<file path="src/sv/mst_pkg.sv">
// ----------------------------------------------------------------------------
// mst_pkg: shared types and constants of the multitouch slot tracker
// Holds the per-slot record, command and path state codes, and helpers.
// ----------------------------------------------------------------------------
package mst_pkg;

  localparam int MAX_SLOTS = 16;

  // Command codes of the input channel.
  localparam logic CMD_TOUCH = 1'b0;
  localparam logic CMD_TICK  = 1'b1;

  // Configuration register indexes.
  localparam logic REG_TIMEOUT = 1'b0;
  localparam logic REG_HELD    = 1'b1;

  // Path state codes, signed three bit.
  localparam logic signed [2:0] PS_MIDDLE = 3'sd0;
  localparam logic signed [2:0] PS_FIRST  = 3'sd1;
  localparam logic signed [2:0] PS_LAST   = 3'sd2;
  localparam logic signed [2:0] PS_NONE   = -3'sd1;

  // Path flag values of a touch packet.
  localparam logic [1:0] FLAGS_FIRST = 2'd1;

  localparam logic [15:0] TIMEOUT_RESET = 16'd3000;
  localparam logic [15:0] HELD_RESET    = 16'd2000;

  typedef struct packed {
    logic signed [12:0] cur_x;
    logic signed [12:0] cur_y;
    logic signed [12:0] prev_x;
    logic signed [12:0] prev_y;
    logic signed [13:0] move_x;
    logic signed [13:0] move_y;
    logic signed [2:0]  path_state;
    logic signed [2:0]  prior_state;
    logic [31:0]        start_time;
    logic [31:0]        update_time;
  } slot_rec_t;

  // Clears a slot but keeps its prior state.
  function automatic slot_rec_t clear_rec(input slot_rec_t r);
    slot_rec_t c;
    c = '0;
    c.path_state  = PS_NONE;
    c.prior_state = r.prior_state;
    return c;
  endfunction

  function automatic slot_rec_t reset_rec();
    slot_rec_t c;
    c = '0;
    c.path_state = PS_NONE;
    return c;
  endfunction

endpackage

</file>
<file path="src/sv/multitouch_slot_tracker_core.sv">
// ----------------------------------------------------------------------------
// multitouch_slot_tracker_core: finger slot tracker of a touch panel
// Updates slot records on touch packets and reports every slot on frame ticks.
// ----------------------------------------------------------------------------
// Usage. Input beats arrive on in_valid/in_ready. A touch packet (cmd 0)
// updates the record of one slot and produces no output beat; a packet
// whose slot is not below min(SLOTS, 16) is dropped. A frame tick (cmd 1)
// walks min(SLOTS, 16) slots in index order and sends one output beat per
// slot on out_valid/out_ready, with last high on the final one. Each slot
// of a tick makes four passes through the shared 32-bit subtract/compare
// unit (idle timeout, held time, x movement, y movement) and one emit step.
// in_ready is low while a tick is being walked. The output beat sits in a
// register, so a new input beat can be taken while the previous result
// still waits; when the receiver stalls, the walk halts at the emit step
// until the register frees. Reset empties every slot, clears the packet
// count and loads the timeout and held times with 3000 and 2000 ms.
// Configuration writes on cfg_we take effect at once and are to be made
// only while the block is idle; the block itself does not enforce this.
// ----------------------------------------------------------------------------
module multitouch_slot_tracker_core import mst_pkg::*; #(
  parameter int SLOTS = 16
) (
  input  logic               clk,
  input  logic               rst,
  // Configuration write port.
  input  logic               cfg_we,
  input  logic               cfg_idx,
  input  logic [15:0]        cfg_data,
  // Input channel.
  input  logic               in_valid,
  output logic               in_ready,
  input  logic               cmd,
  input  logic [3:0]         slot,
  input  logic [11:0]        pos_x,
  input  logic [11:0]        pos_y,
  input  logic [1:0]         path_flags,
  input  logic [31:0]        now_ms,
  // Output channel.
  output logic               out_valid,
  input  logic               out_ready,
  output logic [3:0]         slot_out,
  output logic               pressed,
  output logic               released,
  output logic               down,
  output logic               held,
  output logic signed [13:0] delta_x,
  output logic signed [13:0] delta_y,
  output logic signed [17:0] total_dx,
  output logic signed [17:0] total_dy,
  output logic [4:0]         packet_count,
  output logic               last
);

  // The slot field can name at most sixteen slots.
  localparam int NW = (SLOTS < MAX_SLOTS) ? SLOTS : MAX_SLOTS;
  localparam int IW = $clog2(NW);
  localparam int CW = $clog2(SLOTS + 1);

  // Sequencer states.
  localparam logic [2:0] S_IDLE = 3'd0;
  localparam logic [2:0] S_TIME = 3'd1;
  localparam logic [2:0] S_HELD = 3'd2;
  localparam logic [2:0] S_DX   = 3'd3;
  localparam logic [2:0] S_DY   = 3'd4;
  localparam logic [2:0] S_EMIT = 3'd5;

  logic [2:0]         state;
  logic [IW-1:0]      idx;
  logic [31:0]        now_reg;
  logic [15:0]        timeout_ms;
  logic [15:0]        held_ms;
  logic [CW-1:0]      frame_packets;
  logic signed [17:0] tx;
  logic signed [17:0] ty;
  logic               held_r;

  // Record storage.
  logic [IW-1:0] rd_addr;
  slot_rec_t     rec;
  logic          wr_en;
  slot_rec_t     wr_data;

  // Shared unit.
  logic [31:0] alu_a;
  logic [31:0] alu_b;
  logic [15:0] alu_lim;
  logic [31:0] alu_diff;
  logic        alu_gt;

  logic              in_fire;
  logic              slot_ok;
  logic              emit_go;
  logic              last_slot;
  logic              is_down;
  logic signed [13:0] move_new;
  logic [5:0]        count_ext;

  assign in_ready  = (state == S_IDLE);
  assign in_fire   = in_valid && in_ready;
  assign slot_ok   = {1'b0, slot} < 5'(NW);
  assign emit_go   = (state == S_EMIT) && (!out_valid || out_ready);
  assign last_slot = (idx == IW'(NW - 1));
  assign is_down   = (rec.path_state == PS_MIDDLE);
  assign move_new  = alu_diff[13:0];
  assign count_ext = 6'(frame_packets);

  assign rd_addr = (state == S_IDLE) ? slot[IW-1:0] : idx;

  mst_slot_file #(
    .DEPTH (NW),
    .AW    (IW)
  ) u_slot_file (
    .clk     (clk),
    .rst     (rst),
    .rd_addr (rd_addr),
    .rd_data (rec),
    .wr_en   (wr_en),
    .wr_addr (rd_addr),
    .wr_data (wr_data)
  );

  mst_alu u_alu (
    .a    (alu_a),
    .b    (alu_b),
    .lim  (alu_lim),
    .diff (alu_diff),
    .gt   (alu_gt)
  );

  // Operand selection for the shared unit.
  always_comb begin
    alu_a   = now_reg;
    alu_b   = rec.update_time;
    alu_lim = timeout_ms;
    case (state)
      S_TIME: begin
        alu_b   = rec.update_time;
        alu_lim = timeout_ms;
      end
      S_HELD: begin
        alu_b   = rec.start_time;
        alu_lim = held_ms;
      end
      S_DX: begin
        alu_a   = 32'(rec.cur_x);
        alu_b   = 32'(rec.prev_x);
        alu_lim = '0;
      end
      S_DY: begin
        alu_a   = 32'(rec.cur_y);
        alu_b   = 32'(rec.prev_y);
        alu_lim = '0;
      end
      default: begin
        alu_a = now_reg;
      end
    endcase
  end

  // Record updates, one read-modify-write per cycle.
  always_comb begin
    wr_en   = 1'b0;
    wr_data = rec;
    case (state)
      S_IDLE: begin
        if (in_fire && (cmd == CMD_TOUCH) && slot_ok) begin
          wr_en               = 1'b1;
          wr_data.prev_x      = rec.cur_x;
          wr_data.prev_y      = rec.cur_y;
          wr_data.cur_x       = $signed({1'b0, pos_x});
          wr_data.cur_y       = $signed({1'b0, pos_y});
          if (path_flags == FLAGS_FIRST) begin
            wr_data.prev_x     = -13'sd1;
            wr_data.prev_y     = -13'sd1;
            wr_data.start_time = now_ms;
          end
          wr_data.update_time = now_ms;
          wr_data.path_state  = $signed({1'b0, path_flags});
        end
      end
      S_TIME: begin
        if (alu_gt) begin
          wr_en   = 1'b1;
          wr_data = clear_rec(rec);
        end
      end
      S_DX: begin
        if (is_down) begin
          wr_en          = 1'b1;
          wr_data.move_x = move_new;
        end
      end
      S_DY: begin
        if (is_down) begin
          wr_en          = 1'b1;
          wr_data.move_y = move_new;
        end
      end
      S_EMIT: begin
        if (emit_go) begin
          wr_en = 1'b1;
          if (rec.path_state == PS_LAST) begin
            wr_data = clear_rec(rec);
          end
          wr_data.prior_state = rec.path_state;
        end
      end
      default: begin
        wr_en = 1'b0;
      end
    endcase
  end

  // Configuration registers.
  always_ff @(posedge clk) begin
    if (rst) begin
      timeout_ms <= TIMEOUT_RESET;
      held_ms    <= HELD_RESET;
    end else if (cfg_we) begin
      if (cfg_idx == REG_TIMEOUT) begin
        timeout_ms <= cfg_data;
      end else begin
        held_ms <= cfg_data;
      end
    end
  end

  // Sequencer and running sums.
  always_ff @(posedge clk) begin
    if (rst) begin
      state         <= S_IDLE;
      idx           <= '0;
      frame_packets <= '0;
    end else begin
      case (state)
        S_IDLE: begin
          if (in_fire) begin
            if (cmd == CMD_TICK) begin
              state <= S_TIME;
              idx   <= '0;
            end else if (slot_ok && (frame_packets < CW'(SLOTS))) begin
              frame_packets <= frame_packets + 1'b1;
            end
          end
        end
        S_TIME: state <= S_HELD;
        S_HELD: state <= S_DX;
        S_DX:   state <= S_DY;
        S_DY:   state <= S_EMIT;
        S_EMIT: begin
          if (emit_go) begin
            if (last_slot) begin
              state         <= S_IDLE;
              frame_packets <= '0;
            end else begin
              state <= S_TIME;
              idx   <= idx + 1'b1;
            end
          end
        end
        default: state <= S_IDLE;
      endcase
    end
  end

  // Datapath registers of the walk; these need no reset.
  always_ff @(posedge clk) begin
    if (in_fire && (cmd == CMD_TICK)) begin
      now_reg <= now_ms;
      tx      <= '0;
      ty      <= '0;
    end
    if (state == S_HELD) begin
      held_r <= is_down && alu_gt;
    end
    if ((state == S_DX) && is_down) begin
      tx <= tx + 18'(move_new);
    end
    if ((state == S_DY) && is_down) begin
      ty <= ty + 18'(move_new);
    end
  end

  // Output register.
  always_ff @(posedge clk) begin
    if (rst) begin
      out_valid <= 1'b0;
    end else if (emit_go) begin
      out_valid <= 1'b1;
    end else if (out_ready) begin
      out_valid <= 1'b0;
    end
  end

  always_ff @(posedge clk) begin
    if (emit_go) begin
      slot_out     <= 4'(idx);
      pressed      <= (rec.path_state == PS_FIRST);
      released     <= (rec.path_state == PS_LAST) && (rec.prior_state <= PS_FIRST);
      down         <= is_down;
      held         <= held_r;
      // A finished path is cleared in this step, so its movement reads zero.
      delta_x      <= (rec.path_state == PS_LAST) ? 14'sd0 : rec.move_x;
      delta_y      <= (rec.path_state == PS_LAST) ? 14'sd0 : rec.move_y;
      total_dx     <= tx;
      total_dy     <= ty;
      packet_count <= count_ext[4:0];
      last         <= last_slot;
    end
  end

endmodule

</file>
<file path="src/sv/mst_alu.sv">
// ----------------------------------------------------------------------------
// mst_alu: shared subtract and compare unit
// Forms a - b modulo 2^32 and tells whether the difference exceeds a limit.
// ----------------------------------------------------------------------------
module mst_alu import mst_pkg::*; (
  input  logic [31:0] a,
  input  logic [31:0] b,
  input  logic [15:0] lim,
  output logic [31:0] diff,
  output logic        gt
);

  assign diff = a - b;
  assign gt   = diff > {16'd0, lim};

endmodule

</file>
<file path="src/sv/mst_slot_file.sv">
// ----------------------------------------------------------------------------
// mst_slot_file: per-slot record storage
// One read address and one write port; every record resets to an empty slot.
// ----------------------------------------------------------------------------
module mst_slot_file import mst_pkg::*; #(
  parameter int DEPTH = 16,
  parameter int AW    = 4
) (
  input  logic          clk,
  input  logic          rst,
  input  logic [AW-1:0] rd_addr,
  output slot_rec_t     rd_data,
  input  logic          wr_en,
  input  logic [AW-1:0] wr_addr,
  input  slot_rec_t     wr_data
);

  slot_rec_t recs [DEPTH];

  always_ff @(posedge clk) begin
    if (rst) begin
      for (int i = 0; i < DEPTH; i++) begin
        recs[i] <= reset_rec();
      end
    end else if (wr_en) begin
      recs[wr_addr] <= wr_data;
    end
  end

  assign rd_data = recs[rd_addr];

endmodule

</file>
<file path="config.mk">
export PLATFORM = sky130hd
export DESIGN_NAME = multitouch_slot_tracker_core
export DESIGN_NICKNAME = d
export VERILOG_FILES = /design/src/sv/mst_pkg.sv /design/src/sv/multitouch_slot_tracker_core.sv /design/src/sv/mst_alu.sv /design/src/sv/mst_slot_file.sv
export SDC_FILE = /design/constraint.sdc
export NUM_CORES = 2
export LEC_CHECK = 0
export ABC_AREA = 1
export BUFFER_PORTS_ARGS = -buffer_cell sky130_fd_sc_hd__buf_4
export CORE_MARGIN = 3
export CORE_UTILIZATION = 60
export CTS_CLUSTER_DIAMETER = 200
export DETAILED_ROUTE_END_ITERATION = 6
export PLACE_DENSITY = 0.76
export SYNTH_ARGS = -nofsm -noshare
export SYNTH_HDL_FRONTEND = slang
export SYNTH_HIERARCHICAL = 1
export SYNTH_SLANG_ARGS = --single-unit
</file>
<file path="constraint.sdc">
create_clock -name clk -period 24.5 [get_ports clk]
set_input_delay 7.35 -clock clk [delete_from_list [all_inputs] [get_ports clk]]
set_output_delay 7.35 -clock clk [all_outputs]
set_load 0.03 [all_outputs]
</file>
# After elaboration in Yosys (flattened, before gate mapping)
# Memories as Yosys holds them, arrays and structs flattened.
# Cells that the tools add are included.
[classes] addsub=5 n_lt_le_gt_ge=3 eq_ne=16 muxes=54 bitwise_logic=2 reduce_logical=23
[op_table] cell="two-way mux 150 bit" n=4
[op_table] cell="case mux 64 bit (3 select lines)" n=1
[op_table] cell="case mux 52 bit (3 select lines)" n=1
[op_table] cell="OR reduction 150 bit" n=1
[op_table] cell="case mux 32 bit (3 select lines)" n=1
[op_table] cell="case mux 14 bit (3 select lines)" n=2
[op_table] cell="two-way mux 64 bit" n=1
[op_table] cell="case mux 32 bit (2 select lines)" n=1
[op_table] cell="two-way mux 18 bit" n=3
[op_table] cell="two-way mux 52 bit" n=1
[op_table] cell="adder 18 x 14 -> 18 bit" n=2
[op_table] cell="greater-than comparator 32 x 16 -> 1 bit" n=1
[op_table] cell="two-way mux 32 bit" n=1
[op_table] cell="case mux 16 bit (2 select lines)" n=1
[op_table] cell="subtractor 32 bit" n=1
[op_table] cell="two-way mux 14 bit" n=2
[op_table] cell="two-way mux 26 bit" n=1
[op_table] cell="two-way mux 5 bit" n=5
[op_table] cell="two-way mux 4 bit" n=6
[op_table] cell="case mux 3 bit (6 select lines)" n=1
[op_table] cell="two-way mux 1 bit" n=13
[op_table] cell="two-way mux 3 bit" n=4
[op_table] cell="case mux 5 bit (2 select lines)" n=1
[op_table] cell="equality test 3 x 2 -> 1 bit (second input constant)" n=3
[op_table] cell="other kinds (25)" n=45
[totals] register_bits=192 mem_bits_rw=2400 out_inout_bits=80 elab_cells=125 mem_count=1
[mem_list] memory="u_slot_file.recs" words=16 word_bits=150 rd=1 rd_clocked_by_memory_dff=0 write_ports=16 line_no="mst_slot_file.sv:18" text="slot_rec_t recs [DEPTH];"

# Depth between registers and ports, before layout
# An unclocked memory read counts as a cell.
[depth] word_depth=13 mapped_depth=55 ltp_nobuf=48

# Cells and area by module
# The synthesis kept the hierarchy.
[modules_own_cells] mod="mst_slot_file" n_inst=1 cells_each=11861 area_per_inst_um2=111338.0 seq_area_each_um2=72069.1
[modules_own_cells] mod="multitouch_slot_tracker_core" n_inst=1 cells_each=1562 area_per_inst_um2=11867.6 seq_area_each_um2=5315.1
[modules_own_cells] mod="mst_alu" n_inst=1 cells_each=640 area_per_inst_um2=3074.2 seq_area_each_um2=0.0

# Least setup slack after synthesis
# OpenSTA, ideal clock, no wires.
[synth_path] path_type="input-to-reg" startpoint="input port slot[1]" endpoint="memory u_slot_file/recs[4][0] (netlist bit), enable pin" setup_ns=1.262 t_arrival_ns=15.098 required_time_ns=23.238 path_slack_ns=8.140 stages=46 n_path_buf=6 cell_sequence="nand2_1 o21ai_0 buf_2 clkbuf_1 clkbuf_1 nand3_1 nand3_1 nand3_1 nand2_1 inv_1 o22ai_1 inv_1 clkbuf_1 nand2_1 inv_1 ha_1 nand2_1 nor2_1 (+10 left out) nand2_1 nand2_1 nor2_1 nand2_1 nor2_1 nand3_1 inv_1 nor2_1 inv_1 o2111ai_1 nand2_1 inv_2 nand3_2 nor2_2 inv_2 buf_2 buf_6 nand2_1"
[synth_lines] element="start, declared" line_no="multitouch_slot_tracker_core.sv:33" text="input logic [3:0] slot,"
[synth_lines] element="end, declared" line_no="mst_slot_file.sv:18"

==> results.py <==
metrics = {
    "status": {
        "outcome": "finished with violations",
        "violations": "design-rule violations",
    },
    "timing": {
        "rsz0062_at_grt": "no",
        "min_period_ps": 18950,
        "worst_slew_pin_slew_ps": 1330,
        "setup-violations-final": 0,
        "min_period_over_period_pct": 77.3,
        "slew_violations": 0,
        "hold_viol_final": 0,
        "max_slew_margin_pct": 11.4,
        "fin_setup_tns_ps": 0,
        "setup_ws_ps": 5550,
        "finClkSkew_ps": 68.9,
        "max_freq_mhz": 52.8,
    },
    "clock_tree": {
        "cts_buffers": 280,
        "root_buffer": "clkbuf_16",
        "cts_hold_buf": 0,
        "path_clk_slew_ps": 60,
        "clock_path_buffers": 4,
        "cts_resized": 0,
        "cts_tree": "yes",
        "post_cts_buffers": 0,
        "insertion_delay_ps": 950,
        "cts.htree.levels": 5,
        "cts_sinks": 2576,
    },
    "synth": {
        "synth_area_mm2": 0.126,
        "ys_warn_count": 6,
        "synth_area_per_cell_um2": 8.98,
        "synth_cells": 13983,
        "syn_nets": 14154,
    },
    "grt": {
        "gr-usage-met3_pct": 9.71,
        "grt_antenna_before_repair": 11,
        "busiest_layer": "met2",
        "grt_max_degree": 189,
        "overflow": 0,
        "grt_util_met2_pct": 56.5,
        "use_met1_pct": 47.3,
        "grt_pass1_wl_um": 597000,
        "grt_pass1_vias": 96787,
        "grt_use_total_pct": 36.7,
    },
    "worst_setup_path": {
        "cp-start-kind": "input port",
        "worst_ep_required_time_ps": 25030,
        "cp.arrival_ps": 19480,
        "worstSetupEndpointType": "register",
        "cp_slowest_stage_delay_ps": 920,
        "critPathMaxFanout": 188,
        "slowest_stage": "buf_4",
        "path_common_cell": "nand2_1",
        "critical_path_class": "input port to register",
    },
    "layout": {
        "nNetsFinal": 13764,
        "largest_reg_flops": 2384,
        "syn_to_final_growth_pct": 7.45,
        "fin_cells": 16572,
        "drive_above_1_share_pct": 5.72,
    },
    "flow_run": {
        "maxCapViolations": 0,
    },
    "power": {
        "seqPwrFrac_pct": 38.8,
        "finalPower_mw": 13.2,
        "comb_power_share_pct": 31.6,
        "vdd_ir_drop_max_mv": 0.0827,
        "clkPwrFrac_pct": 29.6,
        "powerDensity_mw_per_mm2": 97.7,
        "p_sw_share_pct": 37.5,
        "leakage_nw": 56.9,
        "netSwitchingPower_mw": 4.94,
        "p_int_mw": 8.24,
    },
    "placement": {
        "io_buffers": 164,
        "dp.cells": 16099,
        "dp_hpwl_um": 213000,
        "gp_congestion": 0.920,
        "place_ws_ps": 5260,
    },
    "floorplanning": {
        "core-area_mm2": 0.207,
        "die_w_um": 463,
        "dieArea_mm2": 0.215,
        "num_rows": 167,
        "die_h_um": 463,
        "start_util_pct": 60.5,
        "ioPinCount": 165,
    },
    "route": {
        "wl_um": 405000,
        "postRouteAntennaNets": 0,
        "first_iter_violations": 16493,
        "drt_pre_antenna_iters": 7,
        "routedWlPerCell_um": 24.4,
        "vias": 101394,
        "post-route-drc-count": 4,
        "avgViaCountPerCell": 6.12,
    },
    "worst_hold_path": {
        "hp-class": "register to register",
    },
}
==> critical path, delay by kind of cell <==
kind | cells | cell delay, ps
AOI/OAI and AO/OA | 3 | 880
xor gates and xnor gates | 1 | 700
adders and majority gates | 2 | 500
buffers and inverters | 13 | 4960
and+or+nand+nor | 28 | 4240
==> cell usage in the layout, fill, tap and decap left out, types with 26 or more instances in the layout <==
cell and n:
clkbuf_1 71, clkbuf_16 287, nor2_2 30, o31ai_1 29, o21ai_0 120, inv_1 1411
nand3_1 1810, nand2_1 4059, o22ai_1 30, clkinv_2 26, buf_4 284, a21oi_1 94
or2_2 40, edfxtp_1 2531, dfxtp_1 45, nor2_1 2488, clkinv_1 65, ha_1 83
==> metal layers <==
metal	share of wire (%)	up-vias
met5	0.016	-
met3	15	1497
met1	34	47351
met4	6.6	10
met2	44	8413
li1	-	44123
==> power groups by stage <==
stage | clock network (mW) | logic, mW | registers [mW]
finish | 3.90 | 4.16 | 5.11
CTS | 3.92 | 4.02 | 5.11
floorplan | 0 | 2.72 | 5.21
global placement | 0 | 3.94 | 5.19
global route | 4.10 | 4.49 | 5.13
detailed placement | 0 | 3.99 | 5.20
==> layout make-up <==
| type | instances | area (µm²) |
|---|---|---|
| multi-input combinational | 8983 | 38200 |
| clock buffer | 358 | 7450 |
| clock inverter | 109 | 703 |
| inverter | 1448 | 5590 |
| timing repair buffer | 304 | 2530 |
| sequential | 2576 | 76900 |
| fill | 16321 | 72600 |
| antenna | 6 | 15.0 |
| tap | 2788 | 3490 |
==> worst paths after layout <==
check        cells past startpoint  slack, ps     startpoint                      end
max reg2reg                     49      10800       state[0]  u_slot_file/recs[5][27]
max                             47       5550        slot[0]  u_slot_file/recs[5][27]
min                              2        460  timeout_ms[3]            timeout_ms[3]
min reg2reg                      2        460  timeout_ms[3]            timeout_ms[3]
==> through the flow <==
| stage | hold slack, ps | util (%) | instance area, µm² |
|---|---|---|---|
| after floorplan | 400 | - | 126000 |
| final | 457 | 65.0 | 135000 |
| after global routing | 477 | 65.0 | 135000 |
| after global placement | 442 | 61.1 | 127000 |
| after CTS | 460 | 65.0 | 135000 |
| after detailed placement | 445 | 61.1 | 127000 |
Power figures use the tool's default switching activity.
